--- config.mk ---
export PLATFORM = sky130hd
export DESIGN_NAME = ftdf_cell
export DESIGN_NICKNAME = d
export VERILOG_FILES = /design/src/ftdf_pkg.sv /design/src/ftdf_cell.sv
export SDC_FILE = /design/constraint.sdc
export NUM_CORES = 1
export LEC_CHECK = 0
export BUFFER_PORTS_ARGS = -buffer_cell sky130_fd_sc_hd__buf_2
export CAP_MARGIN = 15
export CORE_ASPECT_RATIO = 1.4
export CORE_UTILIZATION = 40
export CTS_CLUSTER_DIAMETER = 100
export DETAILED_ROUTE_END_ITERATION = 10
export PLACE_DENSITY = 0.76
export SLEW_MARGIN = 20
export SYNTH_ARGS = -nofsm -noshare
export SYNTH_HDL_FRONTEND = slang
export SYNTH_SLANG_ARGS = --single-unit
--- constraint.sdc ---
create_clock -name clk -period 12.57 [get_ports clk]
set_input_delay 0.6285 -clock clk [delete_from_list [all_inputs] [get_ports clk]]
set_output_delay 0.6285 -clock clk [all_outputs]
set_load 0.005 [all_outputs]
--- src/ftdf_pkg.sv ---
`default_nettype none

package ftdf_pkg;

  localparam int DEF_CAPACITY = 256;
  localparam int FP_W         = 32;
  localparam int TRIPLE_W     = 3 * FP_W;
  localparam int UCNT_W       = 16;
  localparam logic [UCNT_W-1:0] UCNT_MAX = {UCNT_W{1'b1}};

  localparam logic [FP_W-1:0] EXP_MASK = 32'h7F80_0000;
  localparam logic [FP_W-1:0] MAN_MASK = 32'h007F_FFFF;

  typedef logic [TRIPLE_W-1:0] triple_t;

  // probe token walking down the cell chain
  typedef struct packed {
    logic run;
    logic hit;
  } probe_t;

  function automatic logic fp_is_nan(input logic [FP_W-1:0] x);
    fp_is_nan = ((x & EXP_MASK) == EXP_MASK) && ((x & MAN_MASK) != '0);
  endfunction

  // stored entries never hold a NaN, and the hit of a NaN query is ignored
  function automatic logic fp_eq(input logic [FP_W-1:0] a, input logic [FP_W-1:0] b);
    fp_eq = (a == b) || ((a[FP_W-2:0] == '0) && (b[FP_W-2:0] == '0));
  endfunction

  function automatic logic triple_eq(input triple_t a, input triple_t b);
    triple_eq = fp_eq(a[FP_W-1:0], b[FP_W-1:0]) &&
                fp_eq(a[2*FP_W-1:FP_W], b[2*FP_W-1:FP_W]) &&
                fp_eq(a[3*FP_W-1:2*FP_W], b[3*FP_W-1:2*FP_W]);
  endfunction

endpackage

`default_nettype wire

--- src/ftdf_cell.sv ---
`default_nettype none

module ftdf_cell #(
  parameter int CAPACITY = ftdf_pkg::DEF_CAPACITY,
  parameter int IDX      = 0,
  parameter int CW       = $clog2(CAPACITY + 1),
  parameter int IW       = $clog2(CAPACITY)
) (
  input  wire                   clk,
  input  wire                   rst_n,
  input  wire ftdf_pkg::triple_t query,
  input  wire [CW-1:0]          fill_cnt,
  input  wire                   wr_en,
  input  wire [IW-1:0]          wr_idx,
  input  wire ftdf_pkg::probe_t tok_in,
  output ftdf_pkg::probe_t      tok_out
);
  import ftdf_pkg::*;

  triple_t entry_r;
  probe_t  tok_r;
  probe_t  tok_nxt;
  logic    slot_used;

  assign slot_used = CW'(IDX) < fill_cnt;

  always_comb begin
    tok_nxt.run = tok_in.run;
    tok_nxt.hit = tok_in.hit | (tok_in.run & slot_used & triple_eq(entry_r, query));
  end

  always_ff @(posedge clk) begin
    if (!rst_n) begin
      tok_r <= '0;
    end else begin
      tok_r <= tok_nxt;
    end
  end

  always_ff @(posedge clk) begin
    if (wr_en && (wr_idx == IW'(IDX))) begin
      entry_r <= query;
    end
  end

  assign tok_out = tok_r;

endmodule

`default_nettype wire

==> flow_summary.ini <==
[worst_setup_path]
cp.arrival_ns = 2.54
worstPathBufferInverterCount = 3
crit_path_end_kind = register
required_ns = 12.54
worstSetupStartpointType = input port
crit_chain = buf_2 -> nor4b_1 -> nand2_1 -> nor4_2 -> buf_4 -> buf_4
critPathKind = in -> reg
crit_path_frequent_cell = buf_4
max_stage_delay_ns = 0.63
crit_family = buffers and inverters
cp_slowest_cell = buf_4
crit_fanout = 52

[sta]
finalHoldViolations = 0
max_slew_margin = 0.551
tightest_slew_ns = 0.674
fmax_ghz = 0.389
rsz0062_at_grt = false
whs_ns = 0.490
setup_viol = 0
clock_skew_ns = 0.00844
finalCriticalPeriod_ns = 2.57
setup_tns_ns = 0
slew_viol_final = 0
finalCritPeriodShare = 0.205

[worst_hold_path]
hp-class = in -> reg

[die]
dieArea_mm2 = 0.0115
initial_core_util = 0.410
core.rowCount = 45
io_pins = 120
die_w_um = 90.9
die_y_um = 127
coreArea_mm2 = 0.0108

[clock_tree]
clkTransAtPathRegs_ns = 0.07
postCtsResizedCells = 0
htreeDepth = 3
cts_setup_buffers = 0
cts_hold_buf = 0
cts-root-buf = clkbuf_16
cts_buffer_depth = 2
clkSinkCount = 98
clock_latency_ns = 0.34
cts_tree = done
cts_made_buffers = 9

[pwr]
comb_power_share = 0.078
power_leakage_nw = 1.76
p_seq_frac = 0.533
switchingPower_mw = 0.143
p_clk_frac = 0.390
swShare = 0.212
internal_power_mw = 0.532
peakVddDrop_v = 0.0000637
p_per_area_mw_per_mm2 = 122

[yosys]
syn_area_mm2 = 0.00443
syn_nets = 419
synth_cell_types = 13
syn_inst = 301
synth_edf_count = 96
synth.top_cell.area_share = 0.651
synth-seq-area-share = 0.660
ys.warnings.count = 0
async_flop_share = 0
synthTopCellsByCount = 96 x edfxtp_1, 96 x xnor2_1, 55 x nor4_1
synth_top_cell_by_area = edfxtp_1
ys.flop_type = edfxtp_1
synth.avg_cell_area_um2 = 14.7
synth_seq_cells = 98
synth_area_leaders = edfxtp_1 65%, xnor2_1 19%, nor4_1 7.8%, nand4_1 5.1%, dfxtp_1 0.90%

[placement]
gp_congestion = 0.876
dpl.cell_count = 563
port_buffers = 119
dpl_cell_area_mm2 = 0.00522
hpwlAfterDp_mm = 8.11

[route]
routedWlPerCell_um = 17.7
avgViaCountPerCell = 5.45
drt-initial-drc-count = 138
routed_wl_mm = 10.3
drtAntennaViolNets = 0
via_count = 3171
first_pass_iters = 4
post-route-drc-count = 0

[finish]
final_cell_count_no_fill = 582
syn_to_final_growth_pct = 24.7
final_util = 0.511
nFillCells = 971
finalNetCount = 551
drive_gt1_frac = 0.317
final_area_mm2 = 0.00552

[global_route]
top_usage_layer = met2
grt_pass1_wl_mm = 16.0
grt_overflow = 0
grt.met2_usage = 0.324
grt_use_met1 = 0.210
grt_antenna_before_repair = 4
grt_max_degree = 53
grt_usage = 0.184
gr-usage-met3 = 0.0438
grt_pass1_vias = 3253

[outcome]
status = finished, final reports clean

[run]
maxCapViolations = 0
-- per-layer routing --
layer | routed length (um) | vias up
met5 | 12 | -
met3 | 664 | 17
li1 | - | 1484
met2 | 5360 | 132
met1 | 4020 | 1536
met4 | 277 | 2
-- metrics by stage --
stage          power [mW]  worst slack, ns
6_report            0.675             10.0
5_1_grt             0.694             9.85
4_1_cts             0.682             9.98
3_5_place_dp        0.419             9.64
3_3_place_gp        0.418             9.70
2_1_floorplan       0.385             1.74
-- area by class of cell --
class | instances | area [um^2] | area share
Timing Repair Buffer | 121 | 611 | 0.111
Sequential cell | 98 | 2920 | 0.529
Tap cell | 141 | 176 | 0.0319
Clock inverter | 4 | 35.0 | 0.00634
Antenna cell | 3 | 7.51 | 0.00136
Multi-Input combinational cell | 203 | 1510 | 0.274
Clock buffer | 12 | 256 | 0.0464
-- flip-flops by register name (all words and copies together) (netlist names) --
signal,count
entry_r,96
tok_out,2
-- layout by cell type, fill, tap and decap left out, drive strengths merged --
cell    count
buf       121
xnor2      96
edfxtp     96
nor4       57
nand4      36
clkbuf     12
nor2        5
diode       3
a21oi       3
nand2       2
clkinv      2
inv         2
dfxtp       2
nor4b       1
and2        1
o41ai       1
a21o        1
-- cell families after synthesis --
group                     Yosys count  share of synthesized area
and+or+nand+nor                   102                      0.143
AOI/OAI and AO/OA                   5                    0.00706
DFF                                98                      0.660
xor gates and xnor gates           96                      0.190
-- power groups by stage --
stage,Clock (mW),Sequential (mW),Combinational (mW)
finish,0.263,0.360,0.0525
global route,0.278,0.360,0.0565
CTS,0.270,0.360,0.0528
detailed placement,0,0.367,0.0525
global placement,0,0.367,0.0511
floorplan,0,0.367,0.0178
-- path summary, 6_finish.rpt --
| path | endpoint | start | depth (start not counted) | slack (ns) |
|---|---|---|---|---|
| min reg2reg | tok_out[0]$_SDFF_PN0_ | entry_r[58]$_DFFE_PP_ | 6 | 0.94 |
| min | tok_out[0]$_SDFF_PN0_ | tok_in[0] | 2 | 0.49 |
| max reg2reg | tok_out[0]$_SDFF_PN0_ | entry_r[85]$_DFFE_PP_ | 6 | 10.69 |
| max | entry_r[93]$_DFFE_PP_ | wr_idx[4] | 6 | 10.0 |
Note: power is estimated with default switching activity, not from simulation.
